File: src/hw/rtl/lz_escape_code_decompressor_core_defines.svh
// ----------------------------------------------------------------------------
// LZ escape-code decompressor assertion macros
// Shared concurrent assertion forms; expect clk and arst_n in scope.
// ----------------------------------------------------------------------------
`ifndef LZ_ESCAPE_CODE_DECOMPRESSOR_CORE_DEFINES_SVH
`define LZ_ESCAPE_CODE_DECOMPRESSOR_CORE_DEFINES_SVH

// same-cycle implication
`define LZD_ASSERT_SAME(label, ante, cons) \
	label: assert property (@(posedge clk) disable iff (!arst_n) (ante) |-> (cons)) \
		else $error("lzd assertion failed");

// next-cycle implication
`define LZD_ASSERT_NEXT(label, ante, cons) \
	label: assert property (@(posedge clk) disable iff (!arst_n) (ante) |=> (cons)) \
		else $error("lzd assertion failed");

`endif

File: src/hw/rtl/lzd_pkg.sv
// ----------------------------------------------------------------------------
// lzd_pkg
// Types and constants shared by the decompressor front end, queue and back end.
// ----------------------------------------------------------------------------
package lzd_pkg;

	localparam int LZD_WINDOW_DEPTH = 65536;
	localparam int LZD_QDEPTH       = 2;
	localparam int LZD_HDR_LEN      = 9;

	typedef enum logic [2:0] {
		PH_HEADER,
		PH_IDLE,
		PH_KEY,
		PH_LEN,
		PH_DIST,
		PH_COPY,
		PH_DONE
	} phase_t;

	typedef enum logic [1:0] {
		CMD_NONE,
		CMD_LIT,
		CMD_COPY
	} cmd_kind_t;

	typedef enum logic [1:0] {
		FAULT_NONE,
		FAULT_DIST,
		FAULT_REJECT
	} fault_t;

	// one classified beat handed from front to back
	typedef struct packed {
		cmd_kind_t kind;
		logic [7:0] lit;
		logic       copy_pending;
		logic       stream_done;
		fault_t     fault;
	} cmd_t;

endpackage

File: src/hw/rtl/lzd_fifo.sv
// ----------------------------------------------------------------------------
// lzd_fifo
// Short command queue between the front end and the history back end.
// ----------------------------------------------------------------------------
module lzd_fifo import lzd_pkg::*; #(
	parameter int W = 8
) (
	input  logic         clk,
	input  logic         arst_n,
	input  logic         push,
	input  logic [W-1:0] din,
	output logic         full,
	input  logic         pop,
	output logic         dout_valid,
	output logic [W-1:0] dout
);

	localparam int PW = (LZD_QDEPTH > 1) ? $clog2(LZD_QDEPTH) : 1;
	localparam int NW = $clog2(LZD_QDEPTH + 1);
	localparam logic [PW-1:0] P_LAST = PW'(LZD_QDEPTH - 1);

	logic [W-1:0]  data_q [LZD_QDEPTH];
	logic [PW-1:0] wr_q, rd_q;
	logic [NW-1:0] cnt_q;

	assign full       = (cnt_q == NW'(LZD_QDEPTH));
	assign dout_valid = (cnt_q != '0);
	assign dout       = data_q[rd_q];

	always_ff @(posedge clk) begin
		if (push) data_q[wr_q] <= din;
	end

	always_ff @(posedge clk or negedge arst_n) begin
		if (!arst_n) begin
			wr_q  <= '0;
			rd_q  <= '0;
			cnt_q <= '0;
		end else begin
			if (push) wr_q <= (wr_q == P_LAST) ? '0 : wr_q + PW'(1);
			if (pop) rd_q <= (rd_q == P_LAST) ? '0 : rd_q + PW'(1);
			if (push && !pop) cnt_q <= cnt_q + NW'(1);
			else if (pop && !push) cnt_q <= cnt_q - NW'(1);
		end
	end

endmodule

File: config.mk
export PLATFORM = sky130hd
export DESIGN_NAME = lzd_fifo
export DESIGN_NICKNAME = d
export VERILOG_FILES = /design/src/hw/rtl/lz_escape_code_decompressor_core_defines.svh /design/src/hw/rtl/lzd_pkg.sv /design/src/hw/rtl/lzd_fifo.sv
export SDC_FILE = /design/constraint.sdc
export NUM_CORES = 1
export LEC_CHECK = 0
export ABC_AREA = 1
export BUFFER_PORTS_ARGS = -buffer_cell sky130_fd_sc_hd__buf_2
export CAP_MARGIN = 0
export CORE_UTILIZATION = 53
export DETAILED_ROUTE_END_ITERATION = 10
export PLACE_DENSITY = 0.92
export SLEW_MARGIN = 25
export SYNTH_ARGS = -nofsm -noshare
export SYNTH_HDL_FRONTEND = slang
export SYNTH_SLANG_ARGS = --single-unit
File: constraint.sdc
create_clock -name clk -period 1.76 [get_ports clk]
set_input_delay 0.176 -clock clk [delete_from_list [all_inputs] [get_ports clk]]
set_output_delay 0.176 -clock clk [all_outputs]
set_load 0.02 [all_outputs]
== After elaboration in Yosys (flattened, before gate mapping) ==
Memories as Yosys holds them, arrays and structs flattened.
Cells that the tools add are included.
Operators by class
  add/sub/neg operators: 4
  multipliers: 0
  div/mod/pow operators: 0
  order comparisons: 0
  equality and inequality tests: 1
  shifts and indexed selects: 0
  multiplexer cells: 6
  bitwise gates (word level): 0
  reduce and logical (&&, ||, !) cells: 6
Operators with widths (number)
  two-way mux 1 bit: 4
  two-way mux 2 bit: 2
  nonzero test 2 bit: 2
  adder 1 bit (second input constant): 2
  adder 2 x 1 -> 2 bit (second input constant): 1
  == test 2 bit (second input constant): 1
  logical AND 1 bit: 2
  zero test 1 bit: 2
  subtractor 2 x 1 -> 2 bit (second input constant): 1
Storage, ports and cells
  register bits after elaboration: 4
  latch bits: 0
  RAM bits: 16
  bits in read-only memories: 0
  input port bits: 12
  output and inout bits: 10
  logic and storage cells: 21
  memories: 1
Memory list
  data_q: depth 2, width 8, read ports 1, clocked after memory_dff 0, wr ports 1, RTL line lzd_fifo.sv:22  | logic [W-1:0] data_q [LZD_QDEPTH];

== Depth between registers and ports, before layout ==
  depth in word-level cells: 4
  mapped depth: 7
  depth with buffers taken out: 7

== Least setup slack after synthesis ==
OpenSTA, ideal clock, no wires.
  path kind: reg-to-reg
  start: register wr_q
  end: memory data_q[0][0] (enable)
  setup time: 0.370 ns
  arrival: 0.774 ns
  required time: 1.390 ns
  setup slack: 0.616 ns
  cell stages (with the launch flop): 2
  path buffers: 0
  clock period less this slack: 1.144 ns
  path through: dfrtp_1 -> nor2_1
RTL lines
  start: declaration: RTL line lzd_fifo.sv:23  | logic [PW-1:0] wr_q, rd_q;
  start signal: assignment: RTL line lzd_fifo.sv:40  | if (push) wr_q <= (wr_q == P_LAST) ? '0 : wr_q + PW'(1);
  end: declaration: RTL line lzd_fifo.sv:22
No word-level cell before the write port.

== Worst setup path in the final report ==
  start: register rd_q
  end: output dout[1]
On the way
  word-level cells in the longest chain between the ends: 1
Ends and longest elaborated chain
  start: declaration: RTL line lzd_fifo.sv:23
  start signal: assignment: RTL line lzd_fifo.sv:41  | if (pop) rd_q <= (rd_q == P_LAST) ? '0 : rd_q + PW'(1);
  memory read (2 x 8 bit)
  end: declaration: RTL line lzd_fifo.sv:15  | output logic [W-1:0] dout
No other way between the ends.

==> flow_metrics.env <==
export IMPL_fin_crit_sh=0.950
export IMPL_hold_class="primary input to register"
export IMPL_crit_arrival_ps=1500
export IMPL_synth_seq_cells=20
export IMPL_path_class="register to output port"
export IMPL_synthTopCellsByArea="edfxtp_1 (59%), mux2_4 (15%), dfrtp_1 (12%), inv_1 (3.2%), nand2_1 (2.8%)"
export IMPL_rsz0062_at_grt="no"
export IMPL_ys_warn_count=0
export IMPL_r2r_cells=2
export IMPL_irDropWorstVdd_mv=0.983
export IMPL_ctsHoldBuffers=1
export IMPL_vias_per_cell=5.21
export IMPL_grt_usage=0.185
export IMPL_ant_nets=0
export IMPL_grt_max_degree=13
export IMPL_setup_viol=0
export IMPL_power_density_mw_per_mm2=1660
export IMPL_core_mm2=0.00137
export IMPL_cts_buffers=3
export IMPL_stdcell_count=91
export IMPL_fill_cells=92
export IMPL_hold_path_startpoint="din[1]"
export IMPL_r2r_start="wr_q$_DFFE_PN0P_"
export IMPL_cts_root_buf="clkbuf_4"
export IMPL_die_w_um=41.3
export IMPL_clock_fmax_ghz=0.598
export IMPL_max_cap_violations=0
export IMPL_synth_cells=50
export IMPL_diodes=0
export IMPL_final_cell_mix="buf_2 (21), edfxtp_1 (16), mux2_4 (8), inv_1 (7), nand2_1 (6)"
export IMPL_htreeDepth=1
export IMPL_synth_fp_nets=63
export IMPL_routabilityCongestion=0.645
export IMPL_setup_tns_ps=0
export IMPL_cts_tree="done"
export IMPL_required_ps=1580
export IMPL_wire_per_inst_um=14.0
export IMPL_dieArea_mm2=0.00170
export IMPL_cp_max_fo=9
export IMPL_cts_buffer_depth=2
export IMPL_yosysTopAreaCell="edfxtp_1"
export IMPL_die_h_um=41.3
export IMPL_r2r_end="data_q[0][3]$_DFFE_PP_"
export IMPL_final_max_slew_viol_count=0
export IMPL_critical_path_max_stage_delay_ps=680
export IMPL_clk_latency_ps=300
export IMPL_grt_pass1_wl_mm=1.79
export IMPL_port_buffers=21
export IMPL_cp_slowest_cell="dfrtp_1"
export IMPL_cts_setup_buffers=0
export IMPL_r2r_setup_slack_ps=580
export IMPL_slew_headroom=0.653
export IMPL_cts_clk_slew_worst_paths_ps=110
export IMPL_placed_cells=86
export IMPL_first_pass_iters=4
export IMPL_yosysUniqueCellTypes=12
export IMPL_critical_path_cell_chain="mux2_4 > buf_2"
export IMPL_dp_hpwl_um=960
export IMPL_final_hold_viol_count=0
export IMPL_hold_depth=1
export IMPL_start_util=0.599
export IMPL_netlist_area_um2=818
export IMPL_post_cts_resized=0
export IMPL_status="completed"
export IMPL_antenna_found_initial=0
export IMPL_drt_iter0_markers=4
export IMPL_drc=0
export IMPL_p_leak_uw=0.000461
export IMPL_tightest_slew_ps=521
export IMPL_cts_num_sinks=20
export IMPL_drt_total_wl_mm=1.27
export IMPL_nNetsFinal=90
export IMPL_grt_pass1_vias=440
export IMPL_startpoint_type="register"
export IMPL_whs_endpoint="data_q[0][1]$_DFFE_PP_"
export IMPL_fin_worst_skew_ps=3.89
export IMPL_final_common_cell="buf_2"
export IMPL_yosysSeqAreaShare=0.709
export IMPL_critPathCaptureType="output port"
export IMPL_ioPinCount=22
export IMPL_period_needed_ps=1670
export IMPL_synth_top_area_frac=0.587
export IMPL_vias=474
export IMPL_placementRows=13
export IMPL_syn_area_per_cell_um2=16.4
export IMPL_drive_gt1_frac=0.447
export IMPL_area_growth_pct=22.3
export IMPL_grt_overflow=0
critical path: cells and delay by family (launching register included):
family	cells	cell delay, ps
buffers and inverters	1	160
multiplexers	1	350
flip-flops	1	680
synth_stat cells (all sizes together):
cell type and n:
buf 1, dfrtp 4, edfxtp 16, ha 1
inv 7, mux2 8, nand2 6, nand3 1
nand4 1, nor2 2, xnor2 1, xor2 2
state kept, by name, indices dropped and copies added, names as in the netlist:
register  cells
data_q       16
cnt_q         2
wr_q          1
rd_q          1
worst max-delay path by stage:
stage               slack, ps  cells past startpoint                endpoint             start
floorplan                 620                      1  data_q[0][0]$_DFFE_PP_  wr_q$_DFFE_PN0P_
global placement          470                      2                 dout[1]  rd_q$_DFFE_PN0P_
detailed placement        430                      2                 dout[1]  rd_q$_DFFE_PN0P_
CTS                        80                      2                 dout[1]  rd_q$_DFFE_PN0P_
global route               30                      2                 dout[1]  rd_q$_DFFE_PN0P_
finish                     90                      2                 dout[1]  rd_q$_DFFE_PN0P_
final cells by class:
| type | instances | area [um2] | area share |
|---|---|---|---|
| multi-input cells | 22 | 200 | 0.200 |
| repair buffers | 23 | 123 | 0.123 |
| clock buffers | 3 | 22.5 | 0.0225 |
| flip-flops and latches | 20 | 581 | 0.580 |
| clock inverters | 1 | 30.0 | 0.0300 |
| inverters | 7 | 26.3 | 0.0263 |
| well taps | 15 | 18.8 | 0.0188 |
where the power goes:
group          switching, uW  leakage (uW)  internal [uW]
clock network            142     0.0000279            230
logic                    281      0.000236            260
registers                107      0.000197            642
total                    529      0.000461           1130
per-layer routing:
metal  global-route usage  wire length, um  vias up
met3               0.0638               56        7
met1                0.188              488      224
met4                0.145               56        0
met2                0.309              669       16
met5                    0                0        -
li1                     -                -      227
logic make-up after synthesis:
kind of cell,after synthesis,synth area share
xor+xnor,3,0.0321
fa+ha+maj,1,0.0153
buf+inv,8,0.0459
flops,20,0.709
mux,8,0.147
simple gates,10,0.0505
through the flow:
step	instance area, um2	hold WS (ps)	power [uW]	setup WS, ps	util
after floorplan	818	-120	1150	616	-
after detailed placement	938	-16.8	1300	428	0.687
after global routing	1000	35.1	1750	34.7	0.733
after global placement	938	-13.2	1270	469	0.687
final	1000	52.3	1660	88.0	0.733
after CTS	1000	48.9	1670	80.3	0.733
Note: power is estimated with default switching activity, not from simulation.
