==> src/hw/rtl/lz_escape_code_decompressor_core_defines.svh <==
// ----------------------------------------------------------------------------
// LZ escape-code decompressor assertion macros
// Shared concurrent assertion forms; expect clk and arst_n in scope.
// ----------------------------------------------------------------------------
`ifndef LZ_ESCAPE_CODE_DECOMPRESSOR_CORE_DEFINES_SVH
`define LZ_ESCAPE_CODE_DECOMPRESSOR_CORE_DEFINES_SVH

// same-cycle implication
`define LZD_ASSERT_SAME(label, ante, cons) \
	label: assert property (@(posedge clk) disable iff (!arst_n) (ante) |-> (cons)) \
		else $error("lzd assertion failed");

// next-cycle implication
`define LZD_ASSERT_NEXT(label, ante, cons) \
	label: assert property (@(posedge clk) disable iff (!arst_n) (ante) |=> (cons)) \
		else $error("lzd assertion failed");

`endif

==> src/hw/rtl/lzd_pkg.sv <==
// ----------------------------------------------------------------------------
// lzd_pkg
// Types and constants shared by the decompressor front end, queue and back end.
// ----------------------------------------------------------------------------
package lzd_pkg;

	localparam int LZD_WINDOW_DEPTH = 65536;
	localparam int LZD_QDEPTH       = 2;
	localparam int LZD_HDR_LEN      = 9;

	typedef enum logic [2:0] {
		PH_HEADER,
		PH_IDLE,
		PH_KEY,
		PH_LEN,
		PH_DIST,
		PH_COPY,
		PH_DONE
	} phase_t;

	typedef enum logic [1:0] {
		CMD_NONE,
		CMD_LIT,
		CMD_COPY
	} cmd_kind_t;

	typedef enum logic [1:0] {
		FAULT_NONE,
		FAULT_DIST,
		FAULT_REJECT
	} fault_t;

	// one classified beat handed from front to back
	typedef struct packed {
		cmd_kind_t kind;
		logic [7:0] lit;
		logic       copy_pending;
		logic       stream_done;
		fault_t     fault;
	} cmd_t;

endpackage

==> src/hw/rtl/lzd_front.sv <==
// ----------------------------------------------------------------------------
// lzd_front
// Header parser and token decoder; classifies each beat and tracks history
// pointers, producing one command per accepted beat.
// ----------------------------------------------------------------------------
module lzd_front import lzd_pkg::*; #(
	parameter int WINDOW_DEPTH = LZD_WINDOW_DEPTH,
	parameter int AW = $clog2(WINDOW_DEPTH),
	parameter int CW = $clog2(WINDOW_DEPTH + 1)
) (
	input  logic          clk,
	input  logic          arst_n,
	input  logic          in_valid,
	output logic          in_ready,
	input  logic          op,
	input  logic [7:0]    data_byte,
	input  logic          q_full,
	output logic          q_push,
	output cmd_t          q_cmd,
	output logic [AW-1:0] q_src
);

	localparam int SW = CW + 1;
	localparam logic [AW-1:0] WP_LAST = AW'(WINDOW_DEPTH - 1);

	phase_t        phase_q, phase_d;
	logic [3:0]    hcnt_q, hcnt_d;
	logic [31:0]   sleft_q, sleft_d;
	logic [7:0]    key_q, key_d;
	logic [7:0]    code_q, code_d;
	logic [13:0]   len_q, len_d;
	logic [23:0]   acc_q, acc_d;
	logic [1:0]    obl_q, obl_d;
	logic [CW-1:0] cdist_q, cdist_d;
	logic [AW-1:0] wp_q, wp_d;
	logic [CW-1:0] wc_q, wc_d;

	logic [31:0]   sl_dec;
	phase_t        end_ph, copy_end_ph;
	logic [7:0]    code_k, ab_code;
	logic [1:0]    ab_n, pos;
	logic [23:0]   acc_dist, sc_acc;
	logic [24:0]   dist_full;
	logic          dist_bad;
	logic [13:0]   len_al;
	logic          sc_now, hist_wr;
	logic [SW-1:0] wp_ext, cd_ext, src_sum;

	function automatic logic [1:0] dist_bytes(input logic [7:0] code);
		logic [1:0] s;
		s = code[1:0];
		return (s == 2'd3) ? 2'd0 : s + 2'd1;
	endfunction

	assign in_ready = !q_full;
	assign q_push   = in_valid && in_ready;

	// shared decode terms
	always_comb begin
		sl_dec      = (sleft_q != 32'd0) ? sleft_q - 32'd1 : 32'd0;
		end_ph      = (sl_dec == 32'd0) ? PH_DONE : PH_IDLE;
		copy_end_ph = (sleft_q == 32'd0) ? PH_DONE : PH_IDLE;
		code_k      = (data_byte > key_q) ? data_byte - 8'd1 : data_byte;
		ab_code     = (phase_q == PH_KEY) ? code_k : code_q;
		ab_n        = dist_bytes(ab_code);
		len_al      = (phase_q == PH_KEY) ? {9'd0, code_k[7:3]}
		                                  : (len_q | {1'b0, data_byte, 5'd0});
		pos         = dist_bytes(code_q) - obl_q;
		acc_dist    = acc_q | (24'(data_byte) << {pos, 3'b000});
		sc_acc      = (phase_q == PH_DIST) ? acc_dist : 24'd0;
		dist_full   = {1'b0, sc_acc} + 25'd1;
		dist_bad    = (dist_full > 25'(WINDOW_DEPTH)) || (dist_full > 25'(wc_q));
		unique case (phase_q)
			PH_KEY:  sc_now = !op && (data_byte != key_q) && !code_k[2] && (ab_n == 2'd0);
			PH_LEN:  sc_now = !op && (ab_n == 2'd0);
			PH_DIST: sc_now = !op && (obl_q == 2'd1);
			default: sc_now = 1'b0;
		endcase
		if (op) begin
			hist_wr = (phase_q == PH_COPY);
		end else begin
			hist_wr = ((phase_q == PH_IDLE) && (data_byte != key_q)) ||
			          ((phase_q == PH_KEY) && (data_byte == key_q));
		end
		wp_ext  = SW'(wp_q);
		cd_ext  = SW'(cdist_q);
		src_sum = (wp_ext >= cd_ext) ? wp_ext - cd_ext
		                             : wp_ext + SW'(WINDOW_DEPTH) - cd_ext;
	end

	// next state
	always_comb begin
		logic do_al;
		logic do_sc;
		phase_d = phase_q;
		hcnt_d  = hcnt_q;
		sleft_d = sleft_q;
		key_d   = key_q;
		code_d  = code_q;
		len_d   = len_q;
		acc_d   = acc_q;
		obl_d   = obl_q;
		cdist_d = cdist_q;
		wp_d    = wp_q;
		wc_d    = wc_q;
		do_al   = 1'b0;
		do_sc   = 1'b0;
		if (op) begin
			if (phase_q == PH_COPY) begin
				len_d = len_q - 14'd1;
				if (len_q == 14'd1) phase_d = copy_end_ph;
			end
		end else begin
			unique case (phase_q)
				PH_HEADER: begin
					if (hcnt_q[3:2] == 2'b01)
						sleft_d = sleft_q | (32'(data_byte) << {hcnt_q[1:0], 3'b000});
					if (hcnt_q[3]) begin
						key_d   = data_byte;
						sleft_d = sleft_q - 32'(LZD_HDR_LEN);
						hcnt_d  = 4'd0;
						phase_d = (sleft_q == 32'(LZD_HDR_LEN)) ? PH_DONE : PH_IDLE;
					end else begin
						hcnt_d = hcnt_q + 4'd1;
					end
				end
				PH_IDLE: begin
					sleft_d = sl_dec;
					phase_d = (data_byte != key_q) ? end_ph : PH_KEY;
				end
				PH_KEY: begin
					sleft_d = sl_dec;
					if (data_byte == key_q) begin
						phase_d = end_ph;
					end else begin
						code_d = code_k;
						if (code_k[2]) begin
							len_d   = {9'd0, code_k[7:3]};
							phase_d = PH_LEN;
						end else begin
							do_al = 1'b1;
						end
					end
				end
				PH_LEN: begin
					sleft_d = sl_dec;
					do_al   = 1'b1;
				end
				PH_DIST: begin
					sleft_d = sl_dec;
					acc_d   = acc_dist;
					obl_d   = obl_q - 2'd1;
					if (obl_q == 2'd1) do_sc = 1'b1;
				end
				default: ;
			endcase
		end
		if (do_al) begin
			len_d = len_al + 14'd4;
			acc_d = 24'd0;
			obl_d = ab_n;
			if (ab_n == 2'd0) do_sc = 1'b1;
			else phase_d = PH_DIST;
		end
		if (do_sc) begin
			if (dist_bad) begin
				len_d   = 14'd0;
				phase_d = end_ph;
			end else begin
				phase_d = PH_COPY;
				cdist_d = CW'(dist_full);
			end
		end
		if (hist_wr) begin
			wp_d = (wp_q == WP_LAST) ? '0 : wp_q + AW'(1);
			if (wc_q != CW'(WINDOW_DEPTH)) wc_d = wc_q + CW'(1);
		end
	end

	// command outputs
	always_comb begin
		q_cmd.kind  = CMD_NONE;
		q_cmd.lit   = 8'd0;
		q_cmd.fault = FAULT_NONE;
		if (hist_wr) begin
			if (op) begin
				q_cmd.kind = CMD_COPY;
			end else begin
				q_cmd.kind = CMD_LIT;
				q_cmd.lit  = data_byte;
			end
		end
		if (!op && ((phase_q == PH_COPY) || (phase_q == PH_DONE)))
			q_cmd.fault = FAULT_REJECT;
		else if (sc_now && dist_bad)
			q_cmd.fault = FAULT_DIST;
		q_cmd.copy_pending = (phase_d == PH_COPY);
		q_cmd.stream_done  = (phase_d == PH_DONE);
		q_src              = AW'(src_sum);
	end

	always_ff @(posedge clk or negedge arst_n) begin
		if (!arst_n) begin
			phase_q <= PH_HEADER;
			hcnt_q  <= '0;
			sleft_q <= '0;
			key_q   <= '0;
			code_q  <= '0;
			len_q   <= '0;
			acc_q   <= '0;
			obl_q   <= '0;
			cdist_q <= '0;
			wp_q    <= '0;
			wc_q    <= '0;
		end else if (q_push) begin
			phase_q <= phase_d;
			hcnt_q  <= hcnt_d;
			sleft_q <= sleft_d;
			key_q   <= key_d;
			code_q  <= code_d;
			len_q   <= len_d;
			acc_q   <= acc_d;
			obl_q   <= obl_d;
			cdist_q <= cdist_d;
			wp_q    <= wp_d;
			wc_q    <= wc_d;
		end
	end

endmodule

==> config.mk <==
export PLATFORM = sky130hd
export DESIGN_NAME = lzd_front
export DESIGN_NICKNAME = d
export VERILOG_FILES = /design/src/hw/rtl/lz_escape_code_decompressor_core_defines.svh /design/src/hw/rtl/lzd_pkg.sv /design/src/hw/rtl/lzd_front.sv
export SDC_FILE = /design/constraint.sdc
export NUM_CORES = 1
export LEC_CHECK = 0
export BUFFER_PORTS_ARGS = -buffer_cell sky130_fd_sc_hd__buf_2
export CAP_MARGIN = 20
export CELL_PAD_IN_SITES_DETAIL_PLACEMENT = 1
export CELL_PAD_IN_SITES_GLOBAL_PLACEMENT = 1
export CORE_AREA = 3 3 154 186
export CTS_CLUSTER_DIAMETER = 50
export DETAILED_ROUTE_END_ITERATION = 12
export DIE_AREA = 0 0 157 189
export GPL_TIMING_DRIVEN = 0
export PLACE_DENSITY_LB_ADDON = 0.1
export SLEW_MARGIN = 20
export SYNTH_ARGS = -nofsm -noshare
export SYNTH_HDL_FRONTEND = slang
export SYNTH_SLANG_ARGS = --single-unit
==> constraint.sdc <==
create_clock -name clk -period 5.7 [get_ports clk]
set_clock_uncertainty 0.15 [all_clocks]
set_input_delay 1.14 -clock clk [delete_from_list [all_inputs] [get_ports clk]]
set_output_delay 1.14 -clock clk [all_outputs]
set_load 0.005 [all_outputs]
# Word level (Yosys, flattened, before mapping)
# Index checks and enable logic that the tools add are counted.
dict set report word_totals {
  regBits 139
  inputBits 13
  output_inout_bits 32
  wordCells 149
}
dict set report op_classes {
  add_sub_neg 16
  order_cmp 4
  n_eq_ne 20
  shift 2
  n_mux 58
  bitwise_logic 6
  n_reduce_logical 32
}
# operator n
set op_table {}
lappend op_table {{14-bit 2-to-1 mux} 9}
lappend op_table {{24-bit 2-to-1 mux} 4}
lappend op_table {{32-bit 2-to-1 mux} 3}
lappend op_table {{32-bit zero test} 2}
lappend op_table {{32-bit case mux with 2 select lines} 1}
lappend op_table {{3-bit 2-to-1 mux} 14}
lappend op_table {{16-bit by 1-bit adder with 16-bit output (second input constant)} 2}
lappend op_table {{32-bit by 4-bit equality test with 1-bit output (second input constant)} 1}
lappend op_table {{16-bit 2-to-1 mux} 2}
lappend op_table {{32-bit OR} 1}
lappend op_table {{32-bit nonzero test} 1}
lappend op_table {{8-bit by 5-bit left shift with 32-bit output} 1}
lappend op_table {{16-bit subtractor} 2}
lappend op_table {{32-bit by 1-bit subtractor with 32-bit output (second input constant)} 1}
lappend op_table {{32-bit by 4-bit subtractor with 32-bit output (second input constant)} 1}
lappend op_table {{24-bit by 1-bit adder with 25-bit output (second input constant)} 1}
lappend op_table {{25-bit by 17-bit > comparator with 1-bit output} 1}
lappend op_table {{25-bit by 17-bit > comparator with 1-bit output (second input constant)} 1}
lappend op_table {{24-bit OR} 1}
lappend op_table {{8-bit by 5-bit left shift with 24-bit output} 1}
lappend op_table {{17-bit by 1-bit adder with 17-bit output (second input constant)} 1}
lappend op_table {{16-bit by 17-bit greater-or-equal comparator with 1-bit output} 1}
lappend op_table {{17-bit != test (second input constant)} 1}
lappend op_table {{16-bit equality test (second input constant)} 1}
lappend op_table {{38 further kinds} 84}

# Longest topological paths before layout
# Gate-level depths: netlist of run 1.
dict set report logic_depth {
  ltp_word 12
  depth_mapped 23
}

# Least setup slack after synthesis of run 1
# No wires, ideal clock.
dict set report synth_timing {
  kind {flip-flop to output port}
  from {register phase_q[1]}
  to {output q_cmd[2] (netlist name)}
  arrival_ns 4.852
  required_time_ns 4.410
  path_slack_ns -0.442
  path_stages_with_launch 22
  path_buffers 4
  path_cell_list {dfrtp_1 > clkbuf_1 > or3b_1 > clkbuf_1 > clkbuf_1 > clkbuf_1 > nor2_1 > ha_1 > and3_1 > nand3_1 > a2111oi_2 > nand3_1 > nor4_1 > xor2_1 > ha_1 > and4_1 > a221oi_1 > o21a_1 > o22ai_1 > nor4_4 > nand2_1 > a32o_1}
}
# element line_no
set synth_rtl {}
lappend synth_rtl {{from (decl)} lzd_front.sv:26} ;# phase_t phase_q, phase_d;
lappend synth_rtl {{from (signal assigned)} lzd_front.sv:216} ;# phase_q <= phase_d;
lappend synth_rtl {{to (decl)} lzd_front.sv:19} ;# output cmd_t q_cmd,

==> results.cfg, run 1 <==
[floorplanning]
core_sq_um = 27000
die_x_um = 157
ios = 45
dieArea_sq_um = 29700
start_util = 0.428
die_h_um = 189
rows = 66

[final_layout]
finalNonFillerCells = 1925
diodes = 0
area_growth_pct = 16.6
drive_above_1_share = 0.135
finish.instance_area_sq_um = 13500
num-nets-final = 1640

[routing]
vias_per_cell = 6.33
drt_first_pass_iters = 5
drtIter0Drc = 798
final_antenna_net_count = 0
vias = 12186
wirelength_um = 45600
post_drt_wl_per_cell_um = 23.7
drc = 0

[synth]
synth_edf_count = 0
ys_seq_elements = 138
yosysWarnings = 0
yosysUniqueCellTypes = 85
synth_area_sq_um = 11600
ys_async_sr_fraction = 1.00
synth_flop_cell = dfrtp_1
seq_area_frac_synth = 0.298
synth_nets = 1538
avgSynthCellArea_sq_um = 7.87
syn-instance-count = 1470

[global_routing]
grt_use_total = 0.308
antenna_found_initial = 1
grt_overflow = 0
grt_pass1_vias = 12729
grt_pass1_wl_um = 71600
grt_max_degree = 77

[timing]
maxSlewHeadroom = 0.202
slew_viol_final = 0
rsz0062_at_grt = yes
hold_viol_final = 0
clock.fmax_mhz = 155
finalWorstSetupSlack_ps = -746
tightest_slew_ps = 1190
setup_violations = 3
fin_crit_ps = 6450
timing.final.crit_share = 1.13

[power_and_ir_drop]
p_leak_nw = 5.51
p_per_area_nw_per_um2 = 450
p_total_w = 0.00608
ir_worst_vdd_uv = 219

[setup_path]
end_kind = output port
worst_ep_arrival_time_ps = 5160
path_class = reg -> out
start_kind = flop
cp.required_ps = 4410
crit_fanout = 4

[clocking]
cts_root_buffer = clkbuf_16
cts_buffers = 17
clock-sinks = 138
path_clk_slew_ps = 60
htreeDepth = 4
cts_tree = yes
insertion_delay_ps = 450
cts_hold_buf = 0
cts_buffer_depth = 2

[placed_design]
numPortBuffers = 44
gp_congestion = 0.941
dp.cells = 1856
dp_hpwl_um = 32500
dpl_cell_area_sq_um = 12400

[flow_run]
cap_violations = 0

[worst_hold_path]
hp-class = reg -> reg

[outcome]
violations = negative setup slack
outcome = finished, violations left
==> stage by stage <==
stage	setup WS (ps)	TNS, ps	hold slack (ps)	util
after detailed placement	-1410	-18460	313	0.459
after global routing	-1010	-4690	364	0.500
after CTS	-775	-2200	325	0.493
after global placement	-1360	-15930	311	0.456
after floorplan	-60.1	-81.6	296	-
final	-746	-2060	322	0.500
==> worst max-delay path, cell delays in order, from the launching register on <==
cell	delay, ps
dfrtp_1	370
clkbuf_8	140
or3b_1	450
clkbuf_16	200
clkbuf_16	150
nor2_4	140
ha_4	150
and3_4	190
nand3_4	90
a2111oi_4	370
nand3_2	190
buf_6	170
nor2_4	90
xnor2_2	90
ha_1	340
a21o_1	150
a21o_1	180
a221oi_2	230
o21a_1	170
o22ai_2	80
nor4_4	170
buf_6	170
nand2_4	60
a32o_1	230
buf_2	130
==> worst paths after layout <==
path / start / slack (ps) / endpoint / depth (start not counted)
min reg2reg: wc_q[16]$_DFFE_PN0P_ / 320 / wc_q[16]$_DFFE_PN0P_ / 1
min: wc_q[16]$_DFFE_PN0P_ / 320 / wc_q[16]$_DFFE_PN0P_ / 1
max in group asynchronous: arst_n / 4140 / code_q[0]$_DFFE_PN0P_ / 2
max reg2reg: phase_q[1]$_DFFE_PN0P_ / 120 / len_q[5]$_DFFE_PN0P_ / 24
min in group asynchronous: arst_n / 470 / wc_q[8]$_DFFE_PN0P_ / 1
max: phase_q[1]$_DFFE_PN0P_ / -750 / q_cmd[2] / 24
==> registers in the layout, summed over array words and instances, names as in the netlist <==
name / count
sleft_q: 32
acc_q: 24
wc_q: 17
cdist_q: 16
wp_q: 16
len_q: 14
key_q: 8
hcnt_q: 4
phase_q: 3
code_q: 2
obl_q: 2
==> cells by family (layout without fill, tap and decap cells) <==
group	Yosys count	after routing	share of synthesized area
multiplexers	38	38	0.0386
flip-flops	138	138	0.298
AND/OR/NAND/NOR	586	586	0.258
buffers and inverters	163	278	0.0547
AO/OA/AOI/OAI	405	405	0.225
adder cells (fa/ha/maj)	55	55	0.0601
XOR/XNOR	85	85	0.0650
==> report_power, final <==
part | leakage, nW | switching (W) | total, W | internal [W]
Combinational | 3.40 | 0.00220 | 0.00344 | 0.00124
Sequential | 1.80 | 0.000236 | 0.00141 | 0.00118
Clock | 0.305 | 0.000478 | 0.00122 | 0.000745
Total | 5.51 | 0.00292 | 0.00608 | 0.00316
==> cells in the final DEF, fill, tap and decap left out, types with 7 or more instances in the layout <==
cell type and n:
a22o_1 9, nor2_1 150, xnor2_1 59, inv_1 68
a22oi_1 7, or4_1 8, a211oi_1 20, mux2i_1 12
o211ai_1 7, nor2b_1 8, o31ai_1 9, or3_1 10
xor2_1 21, nand2b_1 17, o22ai_1 12, nand4_1 23
clkbuf_1 79, buf_2 45, a31oi_1 35, and3_1 15
o21ai_0 92, and2_1 14, a21o_1 12, a21oi_1 110
nor3_1 60, buf_4 37, a21boi_0 8, nand3_1 57
nand2_1 122, and4_1 8, clkbuf_16 19, dfrtp_1 136
mux2_4 9, nor4_1 33, ha_1 52, mux2_2 17
a211o_1 9, o21a_1 9, or2_2 8
==> final cells by class <==
type / count / area, sq um
fill: 3320 / 13500
multi-input combinational: 1169 / 7740
sequential: 138 / 3460
timing repair buffer: 84 / 562
clock buffer: 21 / 450
buffer: 92 / 425
tap: 340 / 425
inverter: 70 / 263
clock inverter: 11 / 170
==> synth_stat cells (all sizes together) (15+ instances only) <==
library cell,number,area [sq um]
a211oi,20,150
a21oi,110,551
a31oi,39,272
and2,15,93.8
and3,16,100
clkbuf,85,319
dfrtp,138,3450
ha,54,676
inv,69,259
mux2,26,327
nand2,123,462
nand2b,17,106
nand3,61,318
nand4,24,156
nor2,153,574
nor3,64,325
nor4,40,295
o21ai,94,474
xnor2,61,534
xor2,24,218
==> metal layers <==
layer	global-route usage	routed length, um	vias to the layer above
li1	-	-	5577
met1	0.365	18000	6084
met2	0.544	23200	381
met3	0.0409	2210	144
met4	0.146	2190	0
met5	0	0	-
==> what timing repair did <==
action,4_1_cts,5_1_grt
endpoints found under the hold margin,0,0
gates resized for setup,23,14
pin swaps,17,14
setup endpoints to repair,35,23
buffers inserted,25,12
Power figures use the tool's default switching activity.
==> run 2: changes to the inputs <==
==> constraint.sdc (replaced) <==
create_clock -name clk -period 5.23 [get_ports clk]
set_clock_uncertainty 0.15 [all_clocks]
set_input_delay 1.046 -clock clk [delete_from_list [all_inputs] [get_ports clk]]
set_output_delay 1.046 -clock clk [all_outputs]
set_load 0.005 [all_outputs]
==> results.cfg, run 2 (synthesis results as in run 1) <==
[placed_design]
dp_hpwl_um = 32000
numPortBuffers = 44
gp_congestion = 0.965

[floorplanning]
die_h_um = 189
dieArea_sq_um = 29700
start_util = 0.428
rows = 66
core_sq_um = 27000
die_x_um = 157
ios = 45

[final_layout]
reg_top3 = sleft_q: 32 flops, acc_q: 24 flops, wc_q: 17 flops
num-nets-final = 1649
diodes = 0
drive_above_1_share = 0.147
area_growth_pct = 18.8
largest_reg_flops = 32
largest-register = sleft_q
num-fill-cells = 3310
mostFrequentLayoutCell = nor2_1
final_cell_mix = nor2_1 (148), dfrtp_1 (136), nand2_1 (121)

[global_routing]
grt_overflow = 0
use_met2 = 0.530
grt_use_total = 0.309
grt_pass1_vias = 12724
antenna_found_initial = 0
grt_max_degree = 86
grt_pass1_wl_um = 71600
grt_use_met3 = 0.0510
grt-busiest-layer = met2
grt_util_met1 = 0.364

[clocking]
insertion_delay_ps = 450
cts_root_buffer = clkbuf_16
cts_buffers = 17
cts_buffer_depth = 2
cts_tree = yes
path_clk_slew_ps = 60
htreeDepth = 4
clock-sinks = 138

[outcome]
violations = negative setup slack
outcome = finished, violations left

[timing]
hold_viol_final = 0
fin_tns_setup_ps = -10080
tightest_slew_ps = 1150
clock.fmax_mhz = 158
fin_hold_ws_ps = 337
rsz0062_at_grt = yes
setup_violations = 34
timing.final.crit_share = 1.21
maxSlewHeadroom = 0.234
fin_crit_ps = 6340
slew_viol_final = 0
finalWorstSetupSlack_ps = -1110

[routing]
drc = 0
vias_per_cell = 6.37
wirelength_um = 46100
vias = 12327
drt_first_pass_iters = 6
post_drt_wl_per_cell_um = 23.8
drtIter0Drc = 813
final_antenna_net_count = 0

[setup_path]
max_stage_delay_ps = 370
path_class = reg -> out
crit_fanout = 10
worst_ep_arrival_time_ps = 5150
end_kind = output port
cp.required_ps = 4030
worst_path_max_delay_cell = dfrtp_1
worstSetupStartpoint = phase_q[1]$_DFFE_PN0P_
crit_family = simple AND/OR/NAND/NOR gates
start_kind = flop
reg2reg_from = phase_q[1]$_DFFE_PN0P_
critPathBufInv = 6
crit_chain = clkbuf_8, nor3b_2, clkbuf_2, and3_1, a22oi_1, nor4_4, buf_4, buf_4, nand4b_1, xnor2_1, ha_1, a21oi_1, o21ai_0, a221oi_2, o21a_1, o22ai_2, nor4_4, buf_6, nand2_4, a32o_1, buf_2

[flow_run]
cap_violations = 0

[power_and_ir_drop]
p_leak_nw = 5.59
ir_worst_vdd_uv = 282
p_per_area_nw_per_um2 = 491

[worst_hold_path]
hp-class = reg -> reg
hold_start = wc_q[16]$_DFFE_PN0P_
-- run 2: worst reg2reg max path, cell delays in order (launching register included) --
cell      delay (ps)
dfrtp_1          370
clkbuf_8         150
nor3b_2          330
clkbuf_2         360
and3_1           220
a22oi_1          170
nor4_4           330
buf_4            220
buf_4            140
nand4b_1         200
xnor2_1          370
ha_1             310
a21oi_1          180
o21ai_0          140
a221oi_2         260
o21a_1           170
o22ai_2           80
nor4_4           160
buf_6            170
buf_6            120
buf_4            100
buf_6             90
buf_6             80
buf_6             80
buf_6             90
a21boi_4         100
buf_4            190
nor3_2           160
-- run 2: area by class of cell --
type                    count  area [sq um]  area share
well taps                 340           425      0.0310
repair buffers             93           679      0.0494
clock buffers              21           470      0.0342
clock inverters            11           214      0.0156
flip-flops and latches    138          3460       0.251
inverters                  70           263      0.0191
multi-input cells        1169          7790       0.567
plain buffers              92           439      0.0320
-- run 2: path summary, 6_finish.rpt --
path | cells after the start | slack [ps] | to
setup reg to reg | 27 | -310 | len_q[4]$_DFFE_PN0P_
setup / recovery | 21 | -1110 | q_cmd[2]
max in group asynchronous | 2 | 3720 | obl_q[0]$_DFFE_PN0P_
hold / removal | 1 | 340 | wc_q[16]$_DFFE_PN0P_
hold reg to reg | 1 | 340 | wc_q[16]$_DFFE_PN0P_
min in group asynchronous | 1 | 350 | wc_q[9]$_DFFE_PN0P_
-- run 2: timing repair --
item | 4_1_cts | 5_1_grt
cloned | 1 | 1
setup buffers | 25 | 21
hold buffers | 0 | 0
hold endpoints to repair | 0 | 0
resized for setup | 28 | 46
endpoints found under the setup margin | 36 | 37
pin swaps | 16 | 14
-- run 2: through the flow --
stage / power, W / cell area [sq um] / cells / utilization / setup WS, ps
2_1_floorplan: 0.00386 / 11700 / 1470 / - / -436
3_3_place_gp: 0.00482 / 12300 / 1854 / 0.456 / -1490
3_5_place_dp: 0.00492 / 12400 / 1856 / 0.459 / -1540
4_1_cts: 0.00658 / 13400 / 1914 / 0.498 / -1080
5_1_grt: 0.00718 / 13700 / 1934 / 0.509 / -1340
6_report: 0.00675 / 13700 / 1934 / 0.509 / -1110
-- run 2: routing by layer --
metal	wire length, um	share of wire
met1	18200	0.40
met2	22800	0.50
met3	2240	0.049
met4	2770	0.060
met5	0	0
-- run 2: power breakdown --
group          internal (W)  switching (W)  total, W
combinational       0.00135        0.00239   0.00374
sequential          0.00128       0.000259   0.00154
clock              0.000933       0.000530   0.00146
total               0.00357        0.00318   0.00675
